## src/hdl/rht_pkg.sv

```systemverilog
// Shared types and constants of the heard route table.
package rht_pkg;

  localparam int ROUTE_ENTRIES_DEF = 128;
  localparam int PORT_COUNT_DEF    = 16;

  localparam int CALL_W   = 56;
  localparam int PORT_W   = 4;
  localparam int TAG_W    = 16;
  localparam int STAMP_W  = 32;
  localparam int COUNT_W  = 32;
  localparam int MODE_W   = 2;
  localparam int OPT_W    = 2;
  localparam int STATUS_W = 2;

  typedef enum logic [2:0] {
    OP_LEARN, OP_LOOKUP, OP_ADD, OP_DELETE,
    OP_SET_PERM, OP_SET_IP, OP_GET_IP, OP_PORT_DOWN
  } op_t;

  typedef enum logic [STATUS_W-1:0] {
    ST_OK, ST_NO_ROUTE, ST_FULL, ST_INVALID
  } status_t;

  localparam logic [OPT_W-1:0]  OPT_PERM_MAX    = 2'd1;
  localparam logic [OPT_W-1:0]  IP_MODE_INVALID = 2'd3;
  localparam logic [MODE_W-1:0] IP_MODE_DEFAULT = 2'd0;

  typedef struct packed {
    logic                valid;
    logic [CALL_W-1:0]   call;
    logic [PORT_W-1:0]   port;
    logic                has;
    logic [TAG_W-1:0]    tag;
    logic [STAMP_W-1:0]  stamp;
    logic [COUNT_W-1:0]  count;
    logic [MODE_W-1:0]   mode;
    logic                perm;
  } entry_t;

  typedef struct packed {
    op_t                 op;
    logic [CALL_W-1:0]   call;
    logic [PORT_W-1:0]   port;
    logic                has;
    logic [TAG_W-1:0]    tag;
    logic [OPT_W-1:0]    opt;
    logic [STAMP_W-1:0]  now;
    logic                bad;
  } cmd_t;

endpackage

```

## src/hdl/rht_if.sv

```systemverilog
// Handshake channels for request and result words.
interface rht_in_if;
  logic                        valid;
  logic                        ready;
  logic [2:0]                  operation;
  logic [rht_pkg::CALL_W-1:0]  callsign;
  logic [rht_pkg::PORT_W-1:0]  port;
  logic [rht_pkg::TAG_W-1:0]   path_tag;
  logic                        has_path;
  logic [rht_pkg::OPT_W-1:0]   option_value;
  logic [rht_pkg::STAMP_W-1:0] now_seconds;
  modport source (output valid, operation, callsign, port, path_tag, has_path,
                  option_value, now_seconds, input ready);
  modport sink (input valid, operation, callsign, port, path_tag, has_path,
                option_value, now_seconds, output ready);
endinterface


```

## src/hdl/rht_front.sv

```systemverilog
// Request intake: classify words and hold them in a two-deep queue.
module rht_front #(
  parameter int PORT_COUNT = rht_pkg::PORT_COUNT_DEF
) (
  input  logic          clk,
  input  logic          rst,
  rht_in_if.sink        in_ch,
  input  logic          clearing,
  output rht_pkg::cmd_t cmd,
  output logic          cmd_valid,
  input  logic          cmd_pop
);
  rht_pkg::cmd_t q [2];
  rht_pkg::cmd_t cls;
  logic          wp, rp;
  logic [1:0]    cnt;
  logic          push, port_ok;

  assign in_ch.ready = (cnt != 2'd2) && !clearing;
  assign push        = in_ch.valid && in_ch.ready;
  assign cmd         = q[rp];
  assign cmd_valid   = (cnt != 2'd0);

  always_comb begin
    port_ok  = {28'd0, in_ch.port} < 32'(PORT_COUNT);
    cls.op   = rht_pkg::op_t'(in_ch.operation);
    cls.call = in_ch.callsign;
    cls.port = in_ch.port;
    cls.has  = in_ch.has_path;
    cls.tag  = in_ch.has_path ? in_ch.path_tag : '0;
    cls.opt  = in_ch.option_value;
    cls.now  = in_ch.now_seconds;
    cls.bad  = (!port_ok && cls.op != rht_pkg::OP_LOOKUP && cls.op != rht_pkg::OP_GET_IP)
            || (cls.op == rht_pkg::OP_SET_PERM && cls.opt > rht_pkg::OPT_PERM_MAX)
            || (cls.op == rht_pkg::OP_SET_IP && cls.opt == rht_pkg::IP_MODE_INVALID);
  end

  always_ff @(posedge clk) begin
    if (push) begin
      q[wp] <= cls;
    end
    if (rst) begin
      wp  <= 1'b0;
      rp  <= 1'b0;
      cnt <= 2'd0;
    end else begin
      if (push) wp <= !wp;
      if (cmd_pop) rp <= !rp;
      cnt <= cnt + {1'b0, push} - {1'b0, cmd_pop};
    end
  end
endmodule

```

## src/flat_wrapper.sv

```systemverilog
// flat-port wrapper written by rule: the top's interface ports become plain ports
module rht_front_flat 
#(
  parameter int PORT_COUNT = rht_pkg::PORT_COUNT_DEF
)
  (clk, rst, clearing, cmd, cmd_valid, cmd_pop, in_ch_valid, in_ch_operation, in_ch_callsign, in_ch_port, in_ch_path_tag, in_ch_has_path, in_ch_option_value, in_ch_now_seconds, in_ch_ready);
  rht_in_if in_ch_i ();
  input  logic clk;
  input  logic rst;
  input  logic clearing;
  output rht_pkg::cmd_t cmd;
  output logic cmd_valid;
  input  logic cmd_pop;
  input wire logic [$bits(in_ch_i.valid)-1:0] in_ch_valid;
  input wire logic [$bits(in_ch_i.operation)-1:0] in_ch_operation;
  input wire logic [$bits(in_ch_i.callsign)-1:0] in_ch_callsign;
  input wire logic [$bits(in_ch_i.port)-1:0] in_ch_port;
  input wire logic [$bits(in_ch_i.path_tag)-1:0] in_ch_path_tag;
  input wire logic [$bits(in_ch_i.has_path)-1:0] in_ch_has_path;
  input wire logic [$bits(in_ch_i.option_value)-1:0] in_ch_option_value;
  input wire logic [$bits(in_ch_i.now_seconds)-1:0] in_ch_now_seconds;
  output wire logic [$bits(in_ch_i.ready)-1:0] in_ch_ready;
  assign in_ch_i.valid = in_ch_valid;
  assign in_ch_i.operation = in_ch_operation;
  assign in_ch_i.callsign = in_ch_callsign;
  assign in_ch_i.port = in_ch_port;
  assign in_ch_i.path_tag = in_ch_path_tag;
  assign in_ch_i.has_path = in_ch_has_path;
  assign in_ch_i.option_value = in_ch_option_value;
  assign in_ch_i.now_seconds = in_ch_now_seconds;
  assign in_ch_ready = in_ch_i.ready;
  rht_front #(.PORT_COUNT(PORT_COUNT)) u_core (.clk(clk), .rst(rst), .in_ch(in_ch_i), .clearing(clearing), .cmd(cmd), .cmd_valid(cmd_valid), .cmd_pop(cmd_pop));
endmodule
```

## config.mk

```make
export PLATFORM = sky130hd
export DESIGN_NAME = rht_front_flat
export DESIGN_NICKNAME = d
export VERILOG_FILES = /design/src/hdl/rht_pkg.sv /design/src/hdl/rht_if.sv /design/src/hdl/rht_front.sv /design/src/flat_wrapper.sv
export SDC_FILE = /design/constraint.sdc
export NUM_CORES = 1
export LEC_CHECK = 0
export BUFFER_PORTS_ARGS = -buffer_cell sky130_fd_sc_hd__buf_2
export CORE_ASPECT_RATIO = 0.8
export CORE_MARGIN = 2
export CORE_UTILIZATION = 35
export DETAILED_ROUTE_END_ITERATION = 10
export SLEW_MARGIN = 10
export SYNTH_ARGS = -nofsm -noshare
export SYNTH_HDL_FRONTEND = slang
export SYNTH_SLANG_ARGS = --single-unit
```

## constraint.sdc

```tcl
create_clock -name clk -period 9.17 [get_ports clk]
set_input_delay 1.3755 -clock clk [delete_from_list [all_inputs] [get_ports clk]]
set_output_delay 1.3755 -clock clk [all_outputs]
set_load 0.01 [all_outputs]
```

Word-level counts from Yosys, hierarchy flattened
Memories as Yosys holds them, arrays and structs flattened. A register that Yosys moved wholly into a read port is not among the register bits.
Index checks and enable logic that the tools add are counted.
{"block": "totals", "register_bits": 4, "ram_bits": 230, "input_bits": 119, "out_inout_bits": 117, "wordCells": 25, "memories": 1}
{"block": "classes", "add_sub_neg": 2, "magnitude_cmp": 1, "eq_ne": 4, "n_mux": 5, "n_reduce_logical": 9}
{"name": "u_core.q", "depth": 2, "width": 115, "read_ports": 1, "rd_ports_with_merged_regs": 1, "wr": 1, "line": "rht_front.sv:13", "rtl": "rht_pkg::cmd_t q [2];"}
{"op": "$mux 16", "count": 1}
{"op": "$eq 3x3->1 const B", "count": 2}
{"op": "$logic_and 1x1->1", "count": 4}
{"op": "$mux 1", "count": 4}
{"op": "$logic_not 1->1", "count": 3}
{"op": "$add 2x1->2", "count": 1}
{"op": "$eq 2x2->1 const B", "count": 1}
{"op": "$gt 2x1->1 const B", "count": 1}
{"op": "$ne 2x2->1 const B", "count": 1}
{"op": "$reduce_bool 2->1", "count": 1}
{"op": "$sub 2x1->2", "count": 1}
{"op": "$logic_or 1x1->1", "count": 1}

Logic depth before layout (Yosys ltp)
Gate-level depths: netlist (run 1).
{"block": "logic_depth", "depth_word": 5, "depth_mapped": 7, "ltp_nobuf": 7}

Worst setup path before layout (run 1)
OpenSTA, ideal clock, no wires.
{"block": "synth_timing", "kind": "in2reg", "from": "input clearing", "to": "memory u_core.q[0][0] (netlist name) (enable)", "setup_ps": 604, "arrival_ps": 6697, "t_required_ps": 8566, "setup_slack_ps": 1870, "path_stages": 2, "n_path_buf": 0, "path_cell_list": "nor3b_4 > nor2b_1"}
{"block": "synth_between", "elab_chain_len": 5}
{"item": "from (decl)", "line": "flat_wrapper.sv:10", "rtl": "input logic clearing;"}
{"item": "$logic_not 1->1", "line": "rht_front.sv:19", "rtl": "assign in_ch.ready = (cnt != 2'd2) && !clearing;"}
{"item": "$logic_and 1x1->1", "line": "rht_front.sv:19"}
{"item": "$logic_and 1x1->1", "line": "rht_front.sv:20", "rtl": "assign push = in_ch.valid && in_ch.ready;"}
{"item": "$mux 1", "line": "rht_front.sv:39", "rtl": "if (push) begin"}
{"item": "$mux 1 (implied by the code)", "line": "rht_front.sv:40", "rtl": "q[wp] <= cls;"}
{"item": "to (decl)", "line": "rht_front.sv:13"}
Every way passes these cells.

==> results of run 1 <==
## state kept, by name, summed over array words and instances, names as in the netlist, named ones only
signal / count
u_core.q: 230
u_core.rp: 1
u_core.wp: 1
u_core.cnt: 2
## power breakdown
part	switching (W)	leakage, nW	total (W)	internal (W)
Clock	0.000392	0.404	0.00100	0.000611
Combinational	0.000128	1.71	0.000258	0.000130
Sequential	0.0000204	2.15	0.00126	0.00124
Total	0.000541	4.26	0.00252	0.00198
## final cells by class
type                       instances  share of cell area (%)
inverter                           2                 0.06679
multi-input combinational        153                   15.62
tap                              324                   3.607
timing repair buffer             240                   10.98
sequential                       235                   62.37
clock buffer                      29                   5.700
antenna                            2                 0.04453
clock inverter                    16                   1.614
## path summary, 6_finish.rpt
check | end | slack, ns
worst min-delay path | flip-flop | 0.51
worst max-delay path | cmd[30] | 4.66
worst max register to register | u_core.q[0][1] | 6.49
worst min register to register | flip-flop | 0.51
## kinds of logic (layout without fill, tap and decap cells)
family,count (synthesis),count (layout),share of synthesized area (%)
adder cells (fa/ha/maj),2,2,0.2820
other,0,2,0
multiplexers,116,116,16.84
XOR/XNOR,2,2,0.1975
AND/OR/NAND/NOR,33,33,2.355
flip-flops,235,235,78.97
buffers and inverters,16,287,1.354
## worst max-delay path: stages, from the launching register on
cell     delay, ns
dfxtp_4       0.75
buf_4         0.59
buf_4         0.64
mux2_2        0.41
buf_2         0.14
## metal layers
metal | vias to the layer above | routed length [um] | global-route usage, %
met5 | - | 0 | 0
met4 | 0 | 418 | 3.387
met3 | 27 | 1321 | 3.941
met2 | 165 | 8234 | 21.30
met1 | 2186 | 7150 | 15.14
li1 | 2085 | - | -
## placed cells by master (no fill, tap or decap), types with 3 or more instances in the layout
cell type / instances
dfxtp_1: 4
clkbuf_1: 4
mux2_2: 66
edfxtp_1: 230
clkinv_2: 6
nor2b_1: 3
bufinv_16: 4
and2_1: 17
clkinv_1: 4
clkbuf_16: 25
mux2_4: 50
buf_2: 235
buf_4: 4
nor2_1: 5
## per-stage QoR
step,power [W],hold WS [ns],std cells,worst slack [ns],utilization (%)
after detailed placement,0.001542,0.4959,953,4.879,41.35
after global routing,0.002620,0.5714,999,4.461,44.73
final,0.002520,0.5111,1001,4.660,44.75
after global placement,0.001534,0.4973,953,4.993,41.35
after CTS,0.002555,0.5181,998,4.574,44.62
after floorplan,0.001442,0.4799,404,1.870,-
==> impl_results.md, run 1 <==
* Hold path start: u_core.rp
* Worst skew pair latency at 0.51 ns
* Leakage at 4.260 nW
* Final setup viols at 0
* Share of layout cells above drive strength 1 at 59.11%
* Clock Tree Root: clkbuf_16
* Max H-tree Level at 1
* Worst-path fanout max at 45
* TNS Setup at 0 ns
* Least-Margin Pin Slew at 1.010 ns
* Final Skew at 0.01660 ns
* Antenna-violating nets left at 0
* Period utilization at 49.18%
* Vias/cell at 4.459
* RR Startpoint: u_core.cnt[1]
* Total gr overflow at 0
* Synth Warn # at 0
* Syn_nets at 525
* Commonest cells in the netlist: 230 x edfxtp_1, 66 x mux2_2, 50 x mux2_4, 18 x and2_1, 7 x buf_6
* Fin crit period at 4.510 ns
* Synth top area cells: edfxtp_1 78%, mux2_4 8.5%, mux2_2 8.4%
* Final #Nets at 778
* P per Cell Area at 224.2 nW/um^2
* Number of flops mapped to enable cells by yosys at 230
* Detailed Route WL at 17130 um
* DP Area at roughly 10000 sq um
* Peak VDD IR at 119.7 uV
* Initial core utilization at 35.33%
* Netlist Area Pre-Place at 8872 sq um
* Final Instance Area at 11240 sq um
* Clk slew on worst S/H paths at around 0.060 ns
* Largest net degree at the start of global routing at 74
* Synth cell types at 19
* CTS Buf Count at 25
* Core Region at 25110 sq um
* Detail Placement HPWL at roughly 11000 um
* RSZ-0062 raised after global routing: no
* HP Class: reg2reg
* Mean Syn Cell Area at approximately 22 sq um
* Drt first pass iters at 4
* Final hold viol count at 0
* Worst setup SP type: flip-flop
* Main synth FF type: edfxtp_1
* Hold path depth at 2
* Routed wire per std cell at between 15 and 20 um
* First-pass GRT wire length at 26250 um
* CP required at roughly 7.8 ns
* RD Place Congestion at 0.7175
* Multi-input logic area at 1755 sq um
* Die height at 146.4 um
* FF+latch count, synth at roughly 240
* Port bufs at 235
* Cts repair resizes at 0
* CTS Sinks at 235
* Sequential fraction of the synthesis area at 78.97%
* Slew margin rel. at between 30% and 40%
* Rows at 52
* Ys async rst share at 0%
* Yosys top cell by area: edfxtp_1
* Die X at 182.0 um
* Status: finished clean
* DRC at 0
* Area share of the largest cell type after synthesis at 77.85%
* Initial antenna violation count at 1
* Via Count at 4463
* WS Path Type: reg2out
* Initial DRC count at 205
* Fmax at 0.2217 GHz
* Crit path DAT at 3.13 ns
* FF+latch area at about 7000 sq um
* Clock Path Buffers at 3
* TritonCTS clock tree: built
* Mapped Cells at 404
* Length in cells of the worst reg-to-reg path at 4
* Die Area at 26650 sq um
* Post-CTS Setup Inserts at 0
* CP Capture Type: output port
* Most frequent cell after synthesis: edfxtp_1
* Global Route Usage Sum at 12.41%
* Final slew viol count at 0
* P&R area growth vs syn at 26.68%
* # fillers at 2208
* Vias in the first global route at 4909
* Maxcap violations at 0
* Hold_buf cts at 0
* Boundary pin count at 236
Power figures use the tool's default switching activity.
==> run 2, diff against run 1 <==
==> constraint.sdc (replaced) <==
create_clock -name clk -period 3.85 [get_ports clk]
set_input_delay 0.5775 -clock clk [delete_from_list [all_inputs] [get_ports clk]]
set_output_delay 0.5775 -clock clk [all_outputs]
set_load 0.01 [all_outputs]
==> impl_results.md, run 2 (synthesis results as in run 1) <==
* Leakage at 4.231 nW (-0.70%)
* Length in cells of the worst reg-to-reg path at 4 (unchanged)
* CP max stage cell: dfxtp_4
* TritonCTS clock tree: built
* P per Cell Area at 516.9 nW/um^2 (+130%)
* Post-CTS Setup Inserts at 0 (unchanged)
* Port bufs at 235 (unchanged)
* Detail Placement HPWL at 11660 um (+4.6%)
* Clock Tree Root: clkbuf_16
* Reg-to-Reg End: u_core.q[1][2]
* Max reg flops at 230 (unchanged)
* Worst skew pair latency at 0.51 ns (about the same)
* Detailed Route WL at 17340 um (+1.2%)
* DRC at 0 (unchanged)
* Final hold viol count at 0 (unchanged)
* Hold path depth at 1 (-1)
* Final core occ at 44.51% (-0.24 points)
* Hold WS at 0.2608 ns (-0.2503 ns)
* Hold_buf cts at 0 (unchanged)
* Least-Margin Pin Slew at 0.5695 ns (-0.4409 ns)
* Maxcap violations at 0 (unchanged)
* P&R area growth vs syn at 26.01%
* Die X at 182.0 um (unchanged)
* Worst R2R Setup Slack at 1.72 ns (-4.77 ns)
* Vias/cell at 4.504 (+1.0%)
* Slew margin rel. at 62.04% (+29 points)
* Fin crit period at 2.838 ns
* Antenna-violating nets left at 0 (unchanged)
* Post-place setup slack at 1.435 ns (-3.444 ns)
* Clock Path Buffers at 3 (unchanged)
* Worst-path fanout max at 33 (-27%)
* Crit path DAT at 2.26 ns (-0.87 ns)
* Worst setup SP type: flip-flop
* Initial antenna violation count at 3 (+2)
* Initial DRC count at 150 (-27%)
* Max H-tree Level at 1 (unchanged)
* CTS Buf Count at 25 (unchanged)
* Hold path start: in_ch_callsign[35]
* CP required at 3.27 ns (-4.52 ns)
* WS Path Type: reg2out
* Core Region at 25110 sq um (unchanged)
* CP top delay family: flip-flops
* Cts repair resizes at 0 (unchanged)
* HP Class: in2reg
* Die Area at 26650 sq um (unchanged)
* TNS Setup at 0 ns (unchanged)
* Largest stage delay on the critical path at 0.71 ns (-0.04 ns)
* Fmax at between 0.3 and 0.4 GHz
* Biggest regs: u_core.q (230), u_core.cnt (2)
* CTS Sinks at 235 (unchanged)
* Peak VDD IR at 355.3 uV (+200%)
* CP Capture Type: output port
* Largest net degree at the start of global routing at 57 (-23%)
* Clk slew on worst S/H paths at 0.06 ns (about the same)
* Final setup viols at 0 (unchanged)
* Global Route Usage Sum at 12.69% (+0.28 points)
* Most common cell after layout, fill and taps aside: buf_2
* Routed wire per std cell at 17.29 um (+1.0%)
* Via Count at 4518 (+1.2%)
* Drt first pass iters at 6 (+2)
* Final slew viol count at 0 (unchanged)
* Rows at 52 (unchanged)
* Final Skew at 0.005950 ns (-0.01065 ns)
* Period utilization at 73.72%
* Overall power at 0.005779 W (+130%)
* Vias in the first global route at 4910 (+0.020%)
* Crit path cell chain: buf_4 -> mux2_2 -> buf_2
* Worst path bufs/invs at 2 (-1)
* RSZ-0062 raised after global routing: no
* Share of layout cells above drive strength 1 at 58.64% (-0.47 points)
* Final WS setup at 1.012 ns (-3.648 ns)
* Die height at 146.4 um (unchanged)
* Initial core utilization at 35.33% (unchanged)
* Final #Nets at 780 (+0.26%)
* RR Startpoint: u_core.cnt[1]
* Most frequent cells in the layout: 235 x buf_2, 230 x edfxtp_1, 66 x mux2_2
* First-pass GRT wire length at 26610 um (+1.4%)
* Total gr overflow at 0 (unchanged)
* Hold Path Sink: u_core.q[0][91]
* Reg with most FFs: u_core.q
* Status: finished clean
* Boundary pin count at 236 (unchanged)
* RD Place Congestion at 0.7283 (+1.5%)
[run 2: metrics by stage]
stage                     instances  cell area [sq um]
final                          1003              11180
after CTS                      1001              11170
after detailed placement        956              10430
after global placement          956              10430
after global routing           1001              11170
after floorplan                 404               8881
[run 2: layout make-up]
class | count | area [sq um]
fill | 2212 | 13930
sequential | 235 | 7010
multi-input combinational | 153 | 1755
timing repair buffer | 242 | 1254
clock buffer | 28 | 636.9
tap | 324 | 405.4
clock inverter | 17 | 105.1
inverter | 2 | 7.507
antenna | 2 | 5.005
[run 2: worst max-delay path by stage]
stage	cells past startpoint	from	slack, ns	end
finish	3	flip-flop	1.01	cmd[41]
global route	3	flip-flop	0.87	cmd[29]
CTS	3	flip-flop	0.93	cmd[41]
detailed placement	4	clearing	1.43	u_core.q[1][2]
global placement	4	clearing	1.51	u_core.q[1][2]
floorplan	2	clearing	0.82	u_core.q[0][0]
[run 2: layer usage]
| layer | share of wire, % | vias to the layer above | track usage (%) |
|---|---|---|---|
| li1 | - | 2099 | - |
| met1 | 41 | 2219 | 15.51 |
| met2 | 49 | 168 | 21.89 |
| met3 | 7.5 | 30 | 3.866 |
| met4 | 2.4 | 2 | 3.427 |
| met5 | 0.040 | - | 0 |
[run 2: report_power, final]
group	switching, W	internal [W]	total [W]
logic	0.000307	0.000309	0.000616
clock network	0.000918	0.00125	0.00217
registers	0.0000473	0.00295	0.00300
total	0.00127	0.00451	0.00578
==> run 3, diff against run 2 <==
==> constraint.sdc (replaced) <==
create_clock -name clk -period 2.9 [get_ports clk]
set_input_delay 0.435 -clock clk [delete_from_list [all_inputs] [get_ports clk]]
set_output_delay 0.435 -clock clk [all_outputs]
set_load 0.01 [all_outputs]
==> impl_results.md, run 3 (synthesis results as in run 1) <==
* Global Route Usage Sum at 12.25% (-0.44 points)
* CP top delay family: flip-flops
* Least-Margin Pin Slew at 0.7345 ns (+0.1650 ns)
* Max reg flops at 230 (unchanged)
* Reg with most FFs: u_core.q
* Peak VDD IR at 449.5 uV (+27%)
* RR Startpoint: u_core.cnt[1]
* CTS Sinks at 235 (unchanged)
* WS Path Type: reg2out
* Sequential fraction of design power at 51.4% (-0.4 points)
* First-pass GRT wire length at 25760 um (-3.2%)
* Fmax at 0.4120 GHz
* Biggest regs: u_core.q (230), u_core.cnt (2)
* Worst path bufs/invs at 2 (unchanged)
* Boundary pin count at 236 (unchanged)
* Sw Share at 21.43% (-0.58 points)
* Most frequent cells in the layout: 235 x buf_2, 230 x edfxtp_1, 66 x mux2_2
* CP required at 2.47 ns (-0.80 ns)
* Clock Tree Root: clkbuf_16
* Initial antenna violation count at 2 (-1)
* Hold path depth at 1 (unchanged)
* Worst R2R Setup Slack at 0.96 ns (-0.76 ns)
* Overall power at 0.007733 W (+34%)
* Clock Power Share at 37.9% (+0.4 points)
* Drt first pass iters at 6 (unchanged)
* Leakage at 4.243 nW (+0.28%)
* Max H-tree Level at 1 (unchanged)
* Worst skew pair latency at 0.50 ns (about the same)
* Cts repair resizes at 0 (unchanged)
* Final slew viol count at 0 (unchanged)
* Final hold viol count at 0 (unchanged)
* Final #Nets at 780 (unchanged)
* Maxcap violations at 0 (unchanged)
* DRC at 0 (unchanged)
* Status: finished clean
* Clk slew on worst S/H paths at 0.06 ns (about the same)
* Vias in the first global route at 4808 (-2.1%)
* Reg-to-Reg End: u_core.q[0][100]
* Rows at 52 (unchanged)
* Hold_buf cts at 0 (unchanged)
* Length in cells of the worst reg-to-reg path at 4 (unchanged)
* RD Place Congestion at 0.7409 (+1.7%)
* Worst setup SP type: flip-flop
* Port bufs at 235 (unchanged)
* Crit path cell chain: buf_12 -> mux2_2 -> buf_2
* CTS Buf Count at 24 (-4.0%)
* CP Capture Type: output port
* P_int at 0.006076 W (+35%)
* Worst-path fanout max at 32 (-3.0%)
* Initial DRC count at 218 (+45%)
* Hold path start: in_ch_port[1]
* Post-CTS Setup Inserts at 0 (unchanged)
* HP Class: in2reg
* Detail Placement HPWL at 11320 um (-2.9%)
* RSZ-0062 raised after global routing: no
* # fillers at 2215 (+0.14%)
* Fin crit period at 2.427 ns
* Detailed Route WL at 16860 um (-2.8%)
* Combinational group share of total power at 10.7% (about the same)
* Routed wire per std cell at 16.84 um (-2.6%)
* Final Skew at 0.008652 ns (+0.002702 ns)
* CP max stage cell: dfxtp_4
* Most common cell after layout, fill and taps aside: buf_2
* Via Count at 4531 (+0.29%)
* Die X at 182.0 um (unchanged)
* Clock Path Buffers at 3 (unchanged)
* Hold Path Sink: u_core.q[0][53]
* Core Region at 25110 sq um (unchanged)
* Initial core utilization at 35.33% (unchanged)
* Die height at 146.4 um (unchanged)
* Period utilization at between 80% and 90%
* Largest stage delay on the critical path at 0.62 ns (-0.09 ns)
* TritonCTS clock tree: built
* Largest net degree at the start of global routing at 63 (+11%)
* Die Area at 26650 sq um (unchanged)
* Antenna-violating nets left at 0 (unchanged)
* Final setup viols at 0 (unchanged)
* Slew margin rel. at 51.03% (-11 points)
* Crit path DAT at 1.99 ns (-0.27 ns)
* Share of layout cells above drive strength 1 at 58.67% (about the same)
* P per Cell Area at 689.2 nW/um^2 (+33%)
* TNS Setup at 0 ns (unchanged)
* Total gr overflow at 0 (unchanged)
* P&R area growth vs syn at 26.46%
* Switching pwr at 0.001657 W (+30%)
* Vias/cell at 4.526 (+0.49%)
run 3: changes by cell type in the layout (fill, tap and decap cells not counted):
cell       previous run  this run
clkbuf_1              3         6
bufinv_16             1         2
buf_12                2         4
clkinv_4              1         0
clkinv_2              5         3
clkinv_1              9         5
buf_4                 5         4
run 3: power groups by stage:
stage / sequential, W / clock [W] / combinational, W
after global routing: 0.00399 / 0.00316 / 0.000897
final: 0.00397 / 0.00293 / 0.000831
after floorplan: 0.00402 / 0 / 0.000520
after global placement: 0.00404 / 0 / 0.000833
after CTS: 0.00397 / 0.00304 / 0.000851
after detailed placement: 0.00405 / 0 / 0.000846
run 3: worst reg2reg max path: cells and delay by family (launching register included):
kind / cells / cell delay, ns
and+or+nand+nor: 3 / 0.60
buffers and inverters: 1 / 0.57
DFF: 1 / 0.33
run 3: cell type report:
type | instances | area [sq um] | share of cell area (%)
antenna | 2 | 5.005 | 0.04461
clock buffer | 31 | 648.1 | 5.777
clock inverter | 11 | 101.3 | 0.9033
inverter | 2 | 7.507 | 0.06691
multi-input combinational | 153 | 1755 | 15.65
sequential | 235 | 7010 | 62.48
tap | 324 | 405.4 | 3.613
timing repair buffer | 243 | 1286 | 11.46
run 3: stage by stage:
stage / hold WS [ns] / setup WS [ns] / area, sq um / utilization (%) / std cells
global placement: 0.4975 / 0.8701 / 10470 / 41.67 / 957
detailed placement: 0.5096 / 0.8294 / 10470 / 41.67 / 957
global route: 0.09020 / 0.3465 / 11210 / 44.65 / 999
CTS: 0.08390 / 0.3830 / 11210 / 44.65 / 999
floorplan: 0.4799 / 0.01422 / 8881 / - / 404
finish: 0.1144 / 0.4726 / 11220 / 44.67 / 1001
run 3: how the worst max path moves through the flow:
stage	end	slack, ns	cells after the start
2_1_floorplan	u_core.q[0][0]	0.01	2
6_report	cmd[1]	0.47	3
4_1_cts	cmd[36]	0.38	3
3_3_place_gp	u_core.q[0][94]	0.87	4
5_1_grt	cmd[27]	0.35	3
3_5_place_dp	u_core.q[0][103]	0.83	4
run 3: metal layers:
metal  wire length (um)  GRT usage [%]  up-vias
met5                  0              0        -
met4                399          3.427        0
met3               1311          3.841       28
met2               8043          20.48      178
met1               7107          15.42     2230
li1                   -              -     2095
